==> config.mk <==
export PLATFORM = sky130hd
export DESIGN_NAME = accel_impact_detector
export DESIGN_NICKNAME = d
export VERILOG_FILES = /design/src/rtl/aid_pkg.sv /design/src/rtl/accel_impact_detector.sv /design/src/rtl/aid_front.sv /design/src/rtl/aid_queue.sv /design/src/rtl/aid_back.sv
export VERILOG_INCLUDE_DIRS = /design/src /design/src/rtl
export SDC_FILE = /design/constraint.sdc
export NUM_CORES = 2
export LEC_CHECK = 0
export ABC_CLOCK_PERIOD_IN_PS = 17850
export BUFFER_PORTS_ARGS = -buffer_cell sky130_fd_sc_hd__buf_4
export CAP_MARGIN = 25
export CORE_ASPECT_RATIO = 0.7
export CORE_UTILIZATION = 64
export CTS_BUF_LIST = sky130_fd_sc_hd__clkbuf_8
export CTS_CLUSTER_SIZE = 12
export DETAILED_ROUTE_END_ITERATION = 10
export PLACE_DENSITY = 0.79
export REMOVE_ABC_BUFFERS = 1
export SETUP_SLACK_MARGIN = 0.2
export SLEW_MARGIN = 40
export SYNTH_ARGS = -nofsm -noshare
export SYNTH_HDL_FRONTEND = slang
export SYNTH_SLANG_ARGS = --single-unit
==> constraint.sdc <==
create_clock -name clk -period 17.85 [get_ports clk]
set_input_delay 0 -clock clk [delete_from_list [all_inputs] [get_ports clk]]
set_output_delay 0 -clock clk [all_outputs]
set_load 0.02 [all_outputs]
==> src/rtl/assert_macros.svh <==
// Assertion macros shared by the impact detector queue and back part.
`ifndef ASSERT_MACROS_SVH
`define ASSERT_MACROS_SVH

// Same-cycle implication, checked on every rising edge outside reset.
`define AID_ASSERT_IMP(label, cond, expr) \
    label: assert property (@(posedge clk) disable iff (!rst_n) (cond) |-> (expr)) \
        else $error("impact detector assertion failed");

// Next-cycle implication, checked on every rising edge outside reset.
`define AID_ASSERT_NXT(label, cond, expr) \
    label: assert property (@(posedge clk) disable iff (!rst_n) (cond) |=> (expr)) \
        else $error("impact detector assertion failed");

`endif

==> src/rtl/aid_pkg.sv <==
// Types and constants shared by the accelerometer impact detector.
`timescale 1ns / 1ps

package aid_pkg;

    // Input word: one three-axis sample with its timestamp.
    typedef struct packed {
        logic signed [15:0] accel_x;
        logic signed [15:0] accel_y;
        logic signed [15:0] accel_z;
        logic [31:0]        time_ms;
    } in_word_t;

    // Result word: magnitude in counts and the impact flag.
    typedef struct packed {
        logic [15:0] magnitude;
        logic        impact;
    } out_word_t;

    // Word held in the queue between the front and back parts.
    typedef struct packed {
        logic [31:0] sum_sq;
        logic [31:0] time_ms;
    } q_word_t;

    // Configuration register set.
    typedef struct packed {
        logic [15:0] impact_threshold;
        logic [15:0] tap_ceiling;
        logic [15:0] spike_delta;
        logic [15:0] debounce_ms;
    } cfg_t;

    // Register indexes of the configuration port.
    localparam int CFG_INDEX_W = 2;
    localparam logic [CFG_INDEX_W-1:0] CFG_IMPACT_THRESHOLD = 2'd0;
    localparam logic [CFG_INDEX_W-1:0] CFG_TAP_CEILING      = 2'd1;
    localparam logic [CFG_INDEX_W-1:0] CFG_SPIKE_DELTA      = 2'd2;
    localparam logic [CFG_INDEX_W-1:0] CFG_DEBOUNCE_MS      = 2'd3;

    // Reset values of the configuration registers.
    localparam logic [15:0] RST_IMPACT_THRESHOLD = 16'd10240;
    localparam logic [15:0] RST_TAP_CEILING      = 16'd22528;
    localparam logic [15:0] RST_SPIKE_DELTA      = 16'd737;
    localparam logic [15:0] RST_DEBOUNCE_MS      = 16'd130;

    // Square root: one result bit per step, from two bits of the 32-bit radicand.
    localparam int          ROOT_STEPS     = 16;
    localparam int          STEP_W         = $clog2(ROOT_STEPS);
    localparam logic [31:0] ROOT_FIRST_BIT = 32'h4000_0000;

endpackage

==> src/rtl/accel_impact_detector.sv <==
// Top level of the accelerometer impact detector.
`timescale 1ns / 1ps

// Accelerometer impact detector.
// Input channel in_valid/in_ready carries one word: three signed axis
// samples in counts (4096 per g) and a millisecond timestamp. Output channel
// out_valid/out_ready returns one word per sample: the floored magnitude in
// counts and an impact flag. Thresholds are set through cfg_we, cfg_index and
// cfg_data, one register per write, taken at once; write them only while the
// block is idle.
// A result passes, after input acceptance, through the second front stage,
// the queue write, the back part taking the word, the shared root iteration
// and the decision step. The back part takes a new word only once its
// result has been loaded, so that root iteration sets the sample rate.
// Reset clears the queue, the previous magnitude and the last impact time and
// loads the default thresholds. When the receiver stalls the result is held;
// the back part waits in its decision step and the queue and front stages go
// on accepting samples until they fill.

module accel_impact_detector
    import aid_pkg::*;
#(
    parameter int QUEUE_DEPTH = 2
)
(
    input  logic                   clk,
    input  logic                   rst_n,
    input  logic                   in_valid,
    output logic                   in_ready,
    input  in_word_t               in_word,
    output logic                   out_valid,
    input  logic                   out_ready,
    output out_word_t              out_word,
    input  logic                   cfg_we,
    input  logic [CFG_INDEX_W-1:0] cfg_index,
    input  logic [15:0]            cfg_data
);

    cfg_t    cfg_reg;
    logic    push_valid;
    logic    push_ready;
    q_word_t push_word;
    logic    pop_valid;
    logic    pop_ready;
    q_word_t pop_word;

    // Configuration registers.
    always_ff @(posedge clk or negedge rst_n)
    begin
        if (!rst_n)
        begin
            cfg_reg.impact_threshold <= RST_IMPACT_THRESHOLD;
            cfg_reg.tap_ceiling      <= RST_TAP_CEILING;
            cfg_reg.spike_delta      <= RST_SPIKE_DELTA;
            cfg_reg.debounce_ms      <= RST_DEBOUNCE_MS;
        end
        else if (cfg_we)
        begin
            case (cfg_index)
                CFG_IMPACT_THRESHOLD: cfg_reg.impact_threshold <= cfg_data;
                CFG_TAP_CEILING:      cfg_reg.tap_ceiling      <= cfg_data;
                CFG_SPIKE_DELTA:      cfg_reg.spike_delta      <= cfg_data;
                CFG_DEBOUNCE_MS:      cfg_reg.debounce_ms      <= cfg_data;
                default:
                begin
                end
            endcase
        end
    end

    // Sample intake and sum of squares.
    aid_front u_front (
        .clk        (clk),
        .rst_n      (rst_n),
        .in_valid   (in_valid),
        .in_ready   (in_ready),
        .in_word    (in_word),
        .push_valid (push_valid),
        .push_ready (push_ready),
        .push_word  (push_word)
    );

    // Queue between the two parts.
    aid_queue #(
        .DEPTH (QUEUE_DEPTH)
    ) u_queue (
        .clk        (clk),
        .rst_n      (rst_n),
        .push_valid (push_valid),
        .push_ready (push_ready),
        .push_word  (push_word),
        .pop_valid  (pop_valid),
        .pop_ready  (pop_ready),
        .pop_word   (pop_word)
    );

    // Square root, decision and result register.
    aid_back u_back (
        .clk       (clk),
        .rst_n     (rst_n),
        .cfg       (cfg_reg),
        .pop_valid (pop_valid),
        .pop_ready (pop_ready),
        .pop_word  (pop_word),
        .out_valid (out_valid),
        .out_ready (out_ready),
        .out_word  (out_word)
    );

endmodule

==> src/rtl/aid_front.sv <==
// Front part: takes samples and forms the sum of squares of the three axes.
`timescale 1ns / 1ps

module aid_front
    import aid_pkg::*;
(
    input  logic     clk,
    input  logic     rst_n,
    input  logic     in_valid,
    output logic     in_ready,
    input  in_word_t in_word,
    output logic     push_valid,
    input  logic     push_ready,
    output q_word_t  push_word
);

    logic        s1_valid_reg;
    logic [15:0] abs_x_reg;
    logic [15:0] abs_y_reg;
    logic [15:0] abs_z_reg;
    logic [31:0] s1_time_reg;

    logic        s2_valid_reg;
    logic [31:0] sq_x_reg;
    logic [31:0] sq_y_reg;
    logic [31:0] sq_z_reg;
    logic [31:0] s2_time_reg;

    logic        s2_free;
    logic [15:0] abs_x_next;
    logic [15:0] abs_y_next;
    logic [15:0] abs_z_next;

    // Magnitude of each axis; the most negative count maps to 32768.
    assign abs_x_next = in_word.accel_x[15] ? (~in_word.accel_x + 16'd1) : in_word.accel_x;
    assign abs_y_next = in_word.accel_y[15] ? (~in_word.accel_y + 16'd1) : in_word.accel_y;
    assign abs_z_next = in_word.accel_z[15] ? (~in_word.accel_z + 16'd1) : in_word.accel_z;

    // The second stage moves on when it is empty or the queue takes its word.
    assign s2_free  = !s2_valid_reg || push_ready;
    assign in_ready = !s1_valid_reg || s2_free;

    // Stage one control.
    always_ff @(posedge clk or negedge rst_n)
    begin
        if (!rst_n)
        begin
            s1_valid_reg <= 1'b0;
        end
        else if (in_ready)
        begin
            s1_valid_reg <= in_valid;
        end
    end

    // Stage one payload: absolute values and timestamp.
    always_ff @(posedge clk)
    begin
        if (in_ready && in_valid)
        begin
            abs_x_reg   <= abs_x_next;
            abs_y_reg   <= abs_y_next;
            abs_z_reg   <= abs_z_next;
            s1_time_reg <= in_word.time_ms;
        end
    end

    // Stage two control.
    always_ff @(posedge clk or negedge rst_n)
    begin
        if (!rst_n)
        begin
            s2_valid_reg <= 1'b0;
        end
        else if (s2_free)
        begin
            s2_valid_reg <= s1_valid_reg;
        end
    end

    // Stage two payload: the three squares, each below 2^30 plus one.
    always_ff @(posedge clk)
    begin
        if (s2_free && s1_valid_reg)
        begin
            sq_x_reg    <= 32'(abs_x_reg * abs_x_reg);
            sq_y_reg    <= 32'(abs_y_reg * abs_y_reg);
            sq_z_reg    <= 32'(abs_z_reg * abs_z_reg);
            s2_time_reg <= s1_time_reg;
        end
    end

    // The sum stays below 3 * 2^30 + 3, so 32 bits hold it.
    assign push_valid        = s2_valid_reg;
    assign push_word.sum_sq  = sq_x_reg + sq_y_reg + sq_z_reg;
    assign push_word.time_ms = s2_time_reg;

endmodule

==> src/rtl/aid_queue.sv <==
// Short queue that decouples the front part from the back part.
`timescale 1ns / 1ps
`include "assert_macros.svh"

module aid_queue
    import aid_pkg::*;
#(
    parameter int DEPTH = 2
)
(
    input  logic    clk,
    input  logic    rst_n,
    input  logic    push_valid,
    output logic    push_ready,
    input  q_word_t push_word,
    output logic    pop_valid,
    input  logic    pop_ready,
    output q_word_t pop_word
);

    localparam int PTR_W = (DEPTH > 1) ? $clog2(DEPTH) : 1;
    localparam int CNT_W = $clog2(DEPTH + 1);

    q_word_t           entry_reg [DEPTH];
    logic [PTR_W-1:0]  wr_ptr_reg;
    logic [PTR_W-1:0]  rd_ptr_reg;
    logic [CNT_W-1:0]  count_reg;
    logic              do_push;
    logic              do_pop;

    assign push_ready = (count_reg != CNT_W'(DEPTH));
    assign pop_valid  = (count_reg != '0);
    assign do_push    = push_valid && push_ready;
    assign do_pop     = pop_valid && pop_ready;
    assign pop_word   = entry_reg[rd_ptr_reg];

    // Entry storage.
    always_ff @(posedge clk)
    begin
        if (do_push)
        begin
            entry_reg[wr_ptr_reg] <= push_word;
        end
    end

    // Pointers and fill count.
    always_ff @(posedge clk or negedge rst_n)
    begin
        if (!rst_n)
        begin
            wr_ptr_reg <= '0;
            rd_ptr_reg <= '0;
            count_reg  <= '0;
        end
        else
        begin
            if (do_push)
            begin
                wr_ptr_reg <= (wr_ptr_reg == PTR_W'(DEPTH - 1)) ? '0 : wr_ptr_reg + 1'b1;
            end
            if (do_pop)
            begin
                rd_ptr_reg <= (rd_ptr_reg == PTR_W'(DEPTH - 1)) ? '0 : rd_ptr_reg + 1'b1;
            end
            if (do_push && !do_pop)
            begin
                count_reg <= count_reg + 1'b1;
            end
            else if (do_pop && !do_push)
            begin
                count_reg <= count_reg - 1'b1;
            end
        end
    end

    // The count never passes the depth, and an empty or full queue has its
    // pointers together.
    `AID_ASSERT_IMP(a_count_bound, 1'b1, count_reg <= CNT_W'(DEPTH))
    `AID_ASSERT_IMP(a_ptr_meet, (count_reg == '0) || (count_reg == CNT_W'(DEPTH)), wr_ptr_reg == rd_ptr_reg)

endmodule

==> src/rtl/aid_back.sv <==
// Back part: iterative square root, impact decision and result register.
`timescale 1ns / 1ps
`include "assert_macros.svh"

module aid_back
    import aid_pkg::*;
(
    input  logic      clk,
    input  logic      rst_n,
    input  cfg_t      cfg,
    input  logic      pop_valid,
    output logic      pop_ready,
    input  q_word_t   pop_word,
    output logic      out_valid,
    input  logic      out_ready,
    output out_word_t out_word
);

    typedef enum logic [2:0] {
        ST_IDLE = 3'b001,
        ST_ROOT = 3'b010,
        ST_DONE = 3'b100
    } back_state_t;

    back_state_t       state_reg;
    back_state_t       state_next;
    logic [31:0]       rem_reg;
    logic [31:0]       root_reg;
    logic [31:0]       bit_reg;
    logic [STEP_W-1:0] step_reg;
    logic [31:0]       time_reg;
    logic [15:0]       prev_mag_reg;
    logic [31:0]       last_impact_reg;
    logic              out_valid_reg;
    out_word_t         out_word_reg;

    logic [31:0]       trial;
    logic              take;
    logic [15:0]       mag;
    logic [16:0]       rise;
    logic [31:0]       elapsed;
    logic              hit;
    logic              load;

    assign pop_ready = (state_reg == ST_IDLE);

    // One step of the digit-by-digit root: try to subtract root + bit.
    assign trial = root_reg + bit_reg;
    assign take  = (rem_reg >= trial);

    // Impact decision on the finished root.
    assign mag     = root_reg[15:0];
    assign rise    = {1'b0, mag} - {1'b0, prev_mag_reg};
    assign elapsed = time_reg - last_impact_reg;
    assign hit     = (mag > cfg.impact_threshold) && (mag < cfg.tap_ceiling)
                  && ($signed(rise) > $signed({1'b0, cfg.spike_delta}))
                  && (elapsed > {16'd0, cfg.debounce_ms});

    // The result register is loaded once it is free or being emptied.
    assign load = (state_reg == ST_DONE) && (!out_valid_reg || out_ready);

    // Sequencer.
    always_comb
    begin
        state_next = state_reg;
        case (state_reg)
            ST_IDLE:
            begin
                if (pop_valid)
                begin
                    state_next = ST_ROOT;
                end
            end
            ST_ROOT:
            begin
                if (step_reg == STEP_W'(ROOT_STEPS - 1))
                begin
                    state_next = ST_DONE;
                end
            end
            ST_DONE:
            begin
                if (load)
                begin
                    state_next = ST_IDLE;
                end
            end
            default:
            begin
                state_next = ST_IDLE;
            end
        endcase
    end

    // Control state and the detector's history.
    always_ff @(posedge clk or negedge rst_n)
    begin
        if (!rst_n)
        begin
            state_reg       <= ST_IDLE;
            step_reg        <= '0;
            prev_mag_reg    <= '0;
            last_impact_reg <= '0;
            out_valid_reg   <= 1'b0;
        end
        else
        begin
            state_reg <= state_next;
            if (state_reg == ST_IDLE)
            begin
                step_reg <= '0;
            end
            else if (state_reg == ST_ROOT)
            begin
                step_reg <= step_reg + 1'b1;
            end
            if (load)
            begin
                prev_mag_reg <= mag;
                if (hit)
                begin
                    last_impact_reg <= time_reg;
                end
            end
            if (load)
            begin
                out_valid_reg <= 1'b1;
            end
            else if (out_ready)
            begin
                out_valid_reg <= 1'b0;
            end
        end
    end

    // Root datapath and result payload.
    always_ff @(posedge clk)
    begin
        if (state_reg == ST_IDLE && pop_valid)
        begin
            rem_reg  <= pop_word.sum_sq;
            root_reg <= '0;
            bit_reg  <= ROOT_FIRST_BIT;
            time_reg <= pop_word.time_ms;
        end
        else if (state_reg == ST_ROOT)
        begin
            if (take)
            begin
                rem_reg  <= rem_reg - trial;
                root_reg <= (root_reg >> 1) + bit_reg;
            end
            else
            begin
                root_reg <= root_reg >> 1;
            end
            bit_reg <= bit_reg >> 2;
        end
        if (load)
        begin
            out_word_reg.magnitude <= mag;
            out_word_reg.impact    <= hit;
        end
    end

    assign out_valid = out_valid_reg;
    assign out_word  = out_word_reg;

    // The finished root fits the magnitude field, a flagged result lies above
    // the threshold, and a hit records its timestamp.
    `AID_ASSERT_IMP(a_root_fits, state_reg == ST_DONE, root_reg[31:16] == 16'd0)
    `AID_ASSERT_IMP(a_hit_above, out_valid_reg && out_word_reg.impact, out_word_reg.magnitude > cfg.impact_threshold)
    `AID_ASSERT_NXT(a_hit_time, load && hit, last_impact_reg == $past(time_reg))

endmodule
# After elaboration in Yosys (flattened, before gate mapping)
# Memories as Yosys holds them, arrays and structs flattened.
# Index checks and enable logic that the tools add are counted.
# W data, S select, Z words.
[totals] in_bits=103 mem_bits_ro=0 word_cells=122 mem_bits_rw=128 ff_bits=463 latchBits=0 memories=1 output_inout_bits=19
[memory_table] name="u_queue.entry_reg" depth=2 word_bits=64 read_ports=1 rd_clocked_by_memory_dff=0 wr=1 line="aid_queue.sv:24" source="q_word_t entry_reg [DEPTH];"
[classes] add_sub_neg=15 order_cmp=5 n_reduce_logical=32 mux=21 n_eq_ne=11 shift=0 n_mul=3 div=0 n_bitwise=3
[ops] op="$mux W32" count=4
[ops] op="$mul A16 B16 Y32" count=3
[ops] op="$add A32 B32 Y32" count=2
[ops] op="$sub A32 B32 Y32" count=2
[ops] op="$add A16 B1 Y16 const B" count=3
[ops] op="$not A16 Y16" count=3
[ops] op="$mux W15" count=3
[ops] op="$add A31 B31 Y32" count=1
[ops] op="$add A32 B31 Y32" count=1
[ops] op="$ge A32 B32 Y1" count=1
[ops] op="$gt A32 B16 Y1" count=1
[ops] op="$gt A17 B17 Y1" count=1
[ops] op="$sub A16 B16 Y17" count=1
[ops] op="$gt A16 B16 Y1" count=1
[ops] op="$lt A16 B16 Y1" count=1
[ops] op="$reduce_and A2 Y1" count=6
[ops] op="$reduce_bool A2 Y1" count=6
[ops] op="$logic_and A1 B1 Y1" count=10
[ops] op="$mux W3" count=3
[ops] op="$pmux W3 S3" count=1
[ops] op="$mux W4" count=2
[ops] op="$mux W1" count=6
[ops] op="$ne A2 B1 Y1 const B" count=3
[ops] op="$logic_not A1 Y1" count=5
[ops] op="other kinds (15)" count=20

# Longest topological paths before layout
[depth] ltp_word=6 ltp_mapped=27 depth_no_buf=25

# Modules after synthesis
# Synthesis repeated with hierarchy kept, for this count alone.
[hier_totals] hier_cells=5122 area_unflattened_um2=53105.9
[by_module_without_submodules] module="aid_front" cells_per_inst=3134 n_inst=1 area_each_um2=31243.7 seq_area_each_um2=6206.0
[by_module_without_submodules] module="aid_back" cells_per_inst=1635 n_inst=1 area_each_um2=14417.6 seq_area_each_um2=4795.8
[by_module_without_submodules] module="aid_queue" cells_per_inst=217 n_inst=1 area_each_um2=5018.6 seq_area_each_um2=3943.8
[by_module_without_submodules] module="accel_impact_detector" cells_per_inst=136 n_inst=1 area_each_um2=2426.1 seq_area_each_um2=1616.6

# Worst setup path before layout
# No wires, ideal clock.
[synth_timing] path_kind="reg-to-reg" start="register u_back.root_reg[2]" end="register u_back.rem_reg[0] (enable)" t_required_ns=17.384 stages_incl_launch_ff=22 period_less_slack_ns=6.683 t_arrival_ns=6.218 setup_ns=0.466 setup_slack_ns=11.167 cell_sequence="dfxtp_1 -> ha_1 -> a31oi_1 -> o21bai_1 -> a31o_2 -> a21o_1 -> a31o_2 -> a21oi_1 -> o21bai_1 -> a31oi_1 -> xor2_1 -> ha_1 -> clkbuf_1 -> a21o_1 -> a21oi_1 -> o21ai_0 -> a31oi_1 -> o31ai_1 -> a31oi_1 -> clkbuf_1 -> buf_2 -> o21ai_0"
[synth_via] elab_chain_cells=4
[synth_lines] element="start, declared" line="aid_back.sv:28" source="logic [31:0] root_reg;"
[synth_lines] element="start signal, assigned" line="aid_back.sv:151" source="root_reg <= (root_reg >> 1) + bit_reg;"
[synth_lines] element="start signal, assigned" line="aid_back.sv:155" source="root_reg <= root_reg >> 1;"
[synth_lines] element="$add A32 B31 Y32" line="aid_back.sv:48" source="assign trial = root_reg + bit_reg;"
[synth_lines] element="$ge A32 B32 Y1" line="aid_back.sv:49" source="assign take = (rem_reg >= trial);"
[synth_lines] element="$reduce_bool A2 Y1 (no line)"
[synth_lines] element="$reduce_and A2 Y1 (no line)"
[synth_lines] element="end signal, assigned" line="aid_back.sv:141" source="rem_reg <= pop_word.sum_sq;"
[synth_lines] element="end signal, assigned" line="aid_back.sv:150" source="rem_reg <= rem_reg - trial;"
[synth_lines] element="end, declared" line="aid_back.sv:27" source="logic [31:0] rem_reg;"
# Every way passes these cells.
# A chain may end at the register's enable or synchronous reset.

# Worst setup path after layout
[layout_timing] start="register u_front.abs_x_reg[2]" end="register u_front.sq_x_reg[31], data pin"
[layout_via] elab_chain_cells=1
[layout_lines] element="start, declared" line="aid_front.sv:18" source="logic [15:0] abs_x_reg;"
[layout_lines] element="start signal, assigned" line="aid_front.sv:61" source="abs_x_reg <= abs_x_next;"
[layout_lines] element="$mul A16 B16 Y32" line="aid_front.sv:86" source="sq_x_reg <= 32'(abs_x_reg * abs_x_reg);"
[layout_lines] element="end signal, assigned" line="aid_front.sv:86"
[layout_lines] element="end, declared" line="aid_front.sv:24" source="logic [31:0] sq_x_reg;"
# Every way passes these cells.

==> results <==
- The run finished with clean final reports.
- The total number of placement rows is 87.
- On the critical path, the stage with the largest delay is an instance of sky130_fd_sc_hd__edfxtp_1.
- The count of different cell masters after synthesis is 90.
- Setup violations remaining at the end of the flow were counted as 0.
- The number of design rule violations left after detail routing is 0.
- TritonCTS built the clock tree.
- Counting flops with a built-in enable in the synthesized netlist gives 414.
- The portion of the clock cycle consumed by the worst path in the final layout is 39.4%.
- Along the worst path, the maximum fanout reaches 17.
- The H-tree was split into 3 levels.
- The post-synthesis instance area is 52,500 um2.
- The number of antenna diodes in the final layout is 0.
- The final count of hold timing violations came to 0.
- Once layout is complete, the cells apart from fillers number 6,521.
- The critical path contains buffers and inverters numbering 6 combined.
- Of the cells placed in the final design, the portion with a size suffix greater than 1 is 8.89%.
- From left edge to right edge, the die measures 344 um.
- The critical path class is flop to flop.
- In this run the worst setup path terminates at u_front.sq_x_reg[31]$_DFFE_PP_.
- For this run, the leading register cell type out of synthesis is sky130_fd_sc_hd__edfxtp_1.
- The total number of vias is 37,200.
- The class of the tightest hold or removal check is input pin to flop.
- The final weighted congestion of routability-driven global placement is 0.955.
- The total overflow left after global routing is 0.
- The initial antenna violation count is 0.
- For this design, the sink count on the clock tree is 588.
- The per-instance average area after synthesis is 10.3 um2.
- The number of flip-flops under the largest register name is 128.
- The number of nets in the layout is 6,506.
- The placeable core area is 80,900 um2.
- Dividing the detail-routed via count by the number of cells gives 5.70.
- The signal on the critical path passes through and2_1 > fa_1 > inv_1 > fa_1 > inv_1 > fa_1 > inv_1 > fa_1 > inv_1 > fa_1 > inv_1 > fa_1 > inv_1 > ha_1 > and3_1 > and3_1 > a21o_1 > a41o_1 > a21o_1 > o211a_1 > o31ai_1 > o21ai_0 > a21oi_1 > xnor2_1.
- The routed length per placed instance is 18.8 um.
- The number of gates resized after CTS is 0.
- The path depth of the worst reg2reg path is 24.
- The latest clock arrival within the worst-skew pair is 0.76 ns.
- The endpoint kind of the worst setup timing path is a flop.
- The category of the worst setup path launch point is a flop.
- After synthesis, flip-flops and latches occupy 31.6% of the total area.
- The clock transition at the register clock pins on the worst setup and hold paths after CTS is 0.08 ns.
- The cell family contributing the most delay on the critical path is adder cells.
- The number of global-route vias before repair was 37,900.
- The detailed-placement wirelength estimate is 90,600 um.
- The area growth from synthesis to final layout is 11.0%.
- After technology mapping, the gate count stands at 5,088.
- Across all hold checks on the routed design, the worst slack comes to 0.0368 ns.
- The required time of the worst setup path is 18.30 ns.
- Setup repair after global routing left no endpoint under its margin.
- The remaining number of nets flagged by the antenna check after routing is 0.
- The setup slack of the worst register-to-register path is 10.81 ns.
- The largest net degree at the start of global routing is 74.
- Summed over all instances, the cell type with the most area after synthesis is sky130_fd_sc_hd__edfxtp_1.
- Ranked by total cell area, the synthesized netlist is headed by sky130_fd_sc_hd__edfxtp_1 (24%), sky130_fd_sc_hd__fa_1 (20%), sky130_fd_sc_hd__ha_1 (12%), sky130_fd_sc_hd__inv_1 (6.6%), sky130_fd_sc_hd__dfrtp_1 (5.4%).
- At the pin with the least slew margin, the transition time is 0.813 ns.
- The total wirelength of the detailed-routed design is 123,000 um.
- The arrival time at the worst endpoint is 7.48 ns.
- The floorplan step set the die height to 242 um.
- The pre-antenna-repair detailed-routing pass consisted of 6 iterations.
- In this run the deepest clock path goes through 3 buffers.
- The number of pins exceeding their max-slew limit in the final report is 0.
- The start of the worst register-to-register path is u_front.abs_x_reg[2]$_DFFE_PP_.
- The reg-to-reg critical path endpoint is u_front.sq_x_reg[31]$_DFFE_PP_.
- The final sum of negative setup slack is 0 ns.
- Clock tree synthesis inserted a total of 93 buffers.
- The Yosys step of the flow raised 0 warnings.
- The largest stage delay on the critical path is 0.64 ns.
- The DRC violation total after the first TritonRoute iteration is 2,871.
- The async set-reset flop share out of synthesis is 21.4%.
- The critical path starts at u_front.abs_x_reg[2]$_DFFE_PP_.
- The buffer cell driving the clock tree root is sky130_fd_sc_hd__clkbuf_8.
- After synthesis, the largest area contributor takes up 23.7% of total cell area.
- In this run, placement finished with an instance count of 6,164.
- The relative slew slack is 45.8%.
- The first global-routing pass estimated 199,000 um of wire.
- The initial core utilization is 64.9%.
- The overall routing resource usage is 30.2%.
- The maximum frequency from static timing analysis is 142 MHz.
- The final design utilization is 72.0%.
- The path length in cells of the critical path is 24.
- The setup skew after layout is 0.0673 ns.
- 122 I/O pins were placed.
- The area of the die is 83,200 um2.
- Max-cap violations in this run came to 0.
- The final critical delay including setup and external delays is 7.04 ns.
- The number of port buffers is 121.
- The flip-flop and latch count after synthesis is 588.
[what timing repair did]
action / CTS / global route
endpoints found under the hold margin: 243 / 0
buffers inserted: 0 / 0
hold buffers: 182 / 0
[synth_stat cells, types with 28 or more instances]
library cell / n
sky130_fd_sc_hd__mux2i_1: 28
sky130_fd_sc_hd__mux2_4: 30
sky130_fd_sc_hd__nand2b_1: 42
sky130_fd_sc_hd__a21o_1: 85
sky130_fd_sc_hd__and3_1: 29
sky130_fd_sc_hd__nand2_1: 433
sky130_fd_sc_hd__inv_1: 928
sky130_fd_sc_hd__xnor2_1: 202
sky130_fd_sc_hd__nor2b_1: 53
sky130_fd_sc_hd__dfxtp_1: 48
sky130_fd_sc_hd__fa_1: 520
sky130_fd_sc_hd__a211oi_1: 37
sky130_fd_sc_hd__o21a_1: 41
sky130_fd_sc_hd__dfrtp_1: 113
sky130_fd_sc_hd__mux2_2: 97
sky130_fd_sc_hd__nor2_1: 229
sky130_fd_sc_hd__clkbuf_1: 119
sky130_fd_sc_hd__and2_1: 121
sky130_fd_sc_hd__nand4_1: 35
sky130_fd_sc_hd__ha_1: 509
sky130_fd_sc_hd__xor2_1: 77
sky130_fd_sc_hd__a21oi_1: 244
sky130_fd_sc_hd__nor3_1: 57
sky130_fd_sc_hd__nand3_1: 68
sky130_fd_sc_hd__a31oi_1: 31
sky130_fd_sc_hd__o21ai_0: 175
sky130_fd_sc_hd__o21bai_1: 30
sky130_fd_sc_hd__edfxtp_1: 414
[layer usage]
| layer | global-route usage [%] | share of wire [%] | vias to the layer above |
|---|---|---|---|
| met5 | 0 | 0 | - |
| met3 | 6.17 | 8.0 | 238 |
| met2 | 45.2 | 44 | 1376 |
| met4 | 10.5 | 3.4 | 0 |
| li1 | - | - | 17500 |
| met1 | 44.1 | 45 | 18100 |
[cell families (layout without fill, tap and decap cells)]
group / after synthesis / count (layout) / share of synthesized area, %
mux: 155 / 155 / 3.47
fa+ha+maj: 1029 / 1029 / 32.0
other cells: 1 / 3 / 0.00715
compound gates: 818 / 818 / 10.1
xor+xnor: 279 / 279 / 4.66
flops: 588 / 588 / 31.6
buf+inv: 1067 / 1430 / 7.78
simple gates: 1151 / 1151 / 10.4
[worst min-delay path by stage]
| stage | start | endpoint | slack (ns) | depth (start not counted) |
|---|---|---|---|---|
| 6_report | in_word[22] | u_front.s1_time_reg[22]$_DFFE_PP_ | 0.04 | 2 |
| 5_1_grt | in_word[16] | u_front.s1_time_reg[16]$_DFFE_PP_ | 0.01 | 2 |
| 4_1_cts | in_valid | u_front.s1_valid_reg$_DFFE_PN0N_ | 0.0005 | 3 |
| 3_5_place_dp | rst_n | u_front.s1_valid_reg$_DFFE_PN0N_ | 0.06 | 1 |
| 3_3_place_gp | in_word[20] | u_front.s1_time_reg[20]$_DFFE_PP_ | 0.18 | 1 |
| 2_1_floorplan | rst_n | cfg_reg[0]$_DFFE_PN0P_ | -0.30 | 0 |
[worst reg2reg max path, stage by stage, from the launching register on]
cell and delay, ns:
sky130_fd_sc_hd__edfxtp_1 0.64, sky130_fd_sc_hd__and2_1 0.29, sky130_fd_sc_hd__fa_1 0.52, sky130_fd_sc_hd__inv_1 0.06
sky130_fd_sc_hd__fa_1 0.53, sky130_fd_sc_hd__inv_1 0.05, sky130_fd_sc_hd__fa_1 0.51, sky130_fd_sc_hd__inv_1 0.07
sky130_fd_sc_hd__fa_1 0.53, sky130_fd_sc_hd__inv_1 0.05, sky130_fd_sc_hd__fa_1 0.47, sky130_fd_sc_hd__inv_1 0.05
sky130_fd_sc_hd__fa_1 0.47, sky130_fd_sc_hd__inv_1 0.04, sky130_fd_sc_hd__ha_1 0.30, sky130_fd_sc_hd__and3_1 0.21
sky130_fd_sc_hd__and3_1 0.20, sky130_fd_sc_hd__a21o_1 0.15, sky130_fd_sc_hd__a41o_1 0.23, sky130_fd_sc_hd__a21o_1 0.19
sky130_fd_sc_hd__o211a_1 0.26, sky130_fd_sc_hd__o31ai_1 0.46, sky130_fd_sc_hd__o21ai_0 0.16, sky130_fd_sc_hd__a21oi_1 0.20
sky130_fd_sc_hd__xnor2_1 0.08
[final cells by class]
type                    count  area (um2)
clock buffers             105        1450
clock inverters            69         571
fillers                  5516       22600
inverters                 929        3490
multi-input cells        3435       31900
flip-flops and latches    588       16600
well taps                1068        1340
repair buffers            327        2970
[through the flow]
stage / instance area, um2 / worst slack [ns]
floorplan: 51900 / 9.11
global placement: 54300 / 11.11
detailed placement: 54400 / 10.91
CTS: 58200 / 10.85
global route: 58300 / 10.47
finish: 58300 / 10.81
[placed cells by master (no fill, tap or decap), types with 9 or more instances in the layout]
cell,count
sky130_fd_sc_hd__a211oi_1,37
sky130_fd_sc_hd__a21boi_0,9
sky130_fd_sc_hd__a21o_1,85
sky130_fd_sc_hd__a21oi_1,244
sky130_fd_sc_hd__a31o_2,17
sky130_fd_sc_hd__a31oi_1,30
sky130_fd_sc_hd__and2_1,119
sky130_fd_sc_hd__and3_1,28
sky130_fd_sc_hd__buf_4,138
sky130_fd_sc_hd__bufinv_16,9
sky130_fd_sc_hd__clkbuf_8,105
sky130_fd_sc_hd__clkinv_1,17
sky130_fd_sc_hd__clkinv_2,12
sky130_fd_sc_hd__dfrtp_1,112
sky130_fd_sc_hd__dfstp_2,13
sky130_fd_sc_hd__dfxtp_1,48
sky130_fd_sc_hd__dlygate4sd3_1,181
sky130_fd_sc_hd__edfxtp_1,414
sky130_fd_sc_hd__fa_1,520
sky130_fd_sc_hd__ha_1,509
sky130_fd_sc_hd__inv_1,950
sky130_fd_sc_hd__mux2_2,97
sky130_fd_sc_hd__mux2_4,30
sky130_fd_sc_hd__mux2i_1,28
sky130_fd_sc_hd__nand2_1,432
sky130_fd_sc_hd__nand2b_1,42
sky130_fd_sc_hd__nand3_1,66
sky130_fd_sc_hd__nand4_1,35
sky130_fd_sc_hd__nor2_1,227
sky130_fd_sc_hd__nor2b_1,53
sky130_fd_sc_hd__nor3_1,57
sky130_fd_sc_hd__o211ai_1,20
sky130_fd_sc_hd__o21a_1,41
sky130_fd_sc_hd__o21ai_0,174
sky130_fd_sc_hd__o21bai_1,30
sky130_fd_sc_hd__o31ai_1,24
sky130_fd_sc_hd__or2_2,14
sky130_fd_sc_hd__or3_1,24
sky130_fd_sc_hd__xnor2_1,202
sky130_fd_sc_hd__xor2_1,77
Power is left out: the tool's default activity adds up to more than one toggle a clock period on the data nets, which glitch-free logic cannot reach.
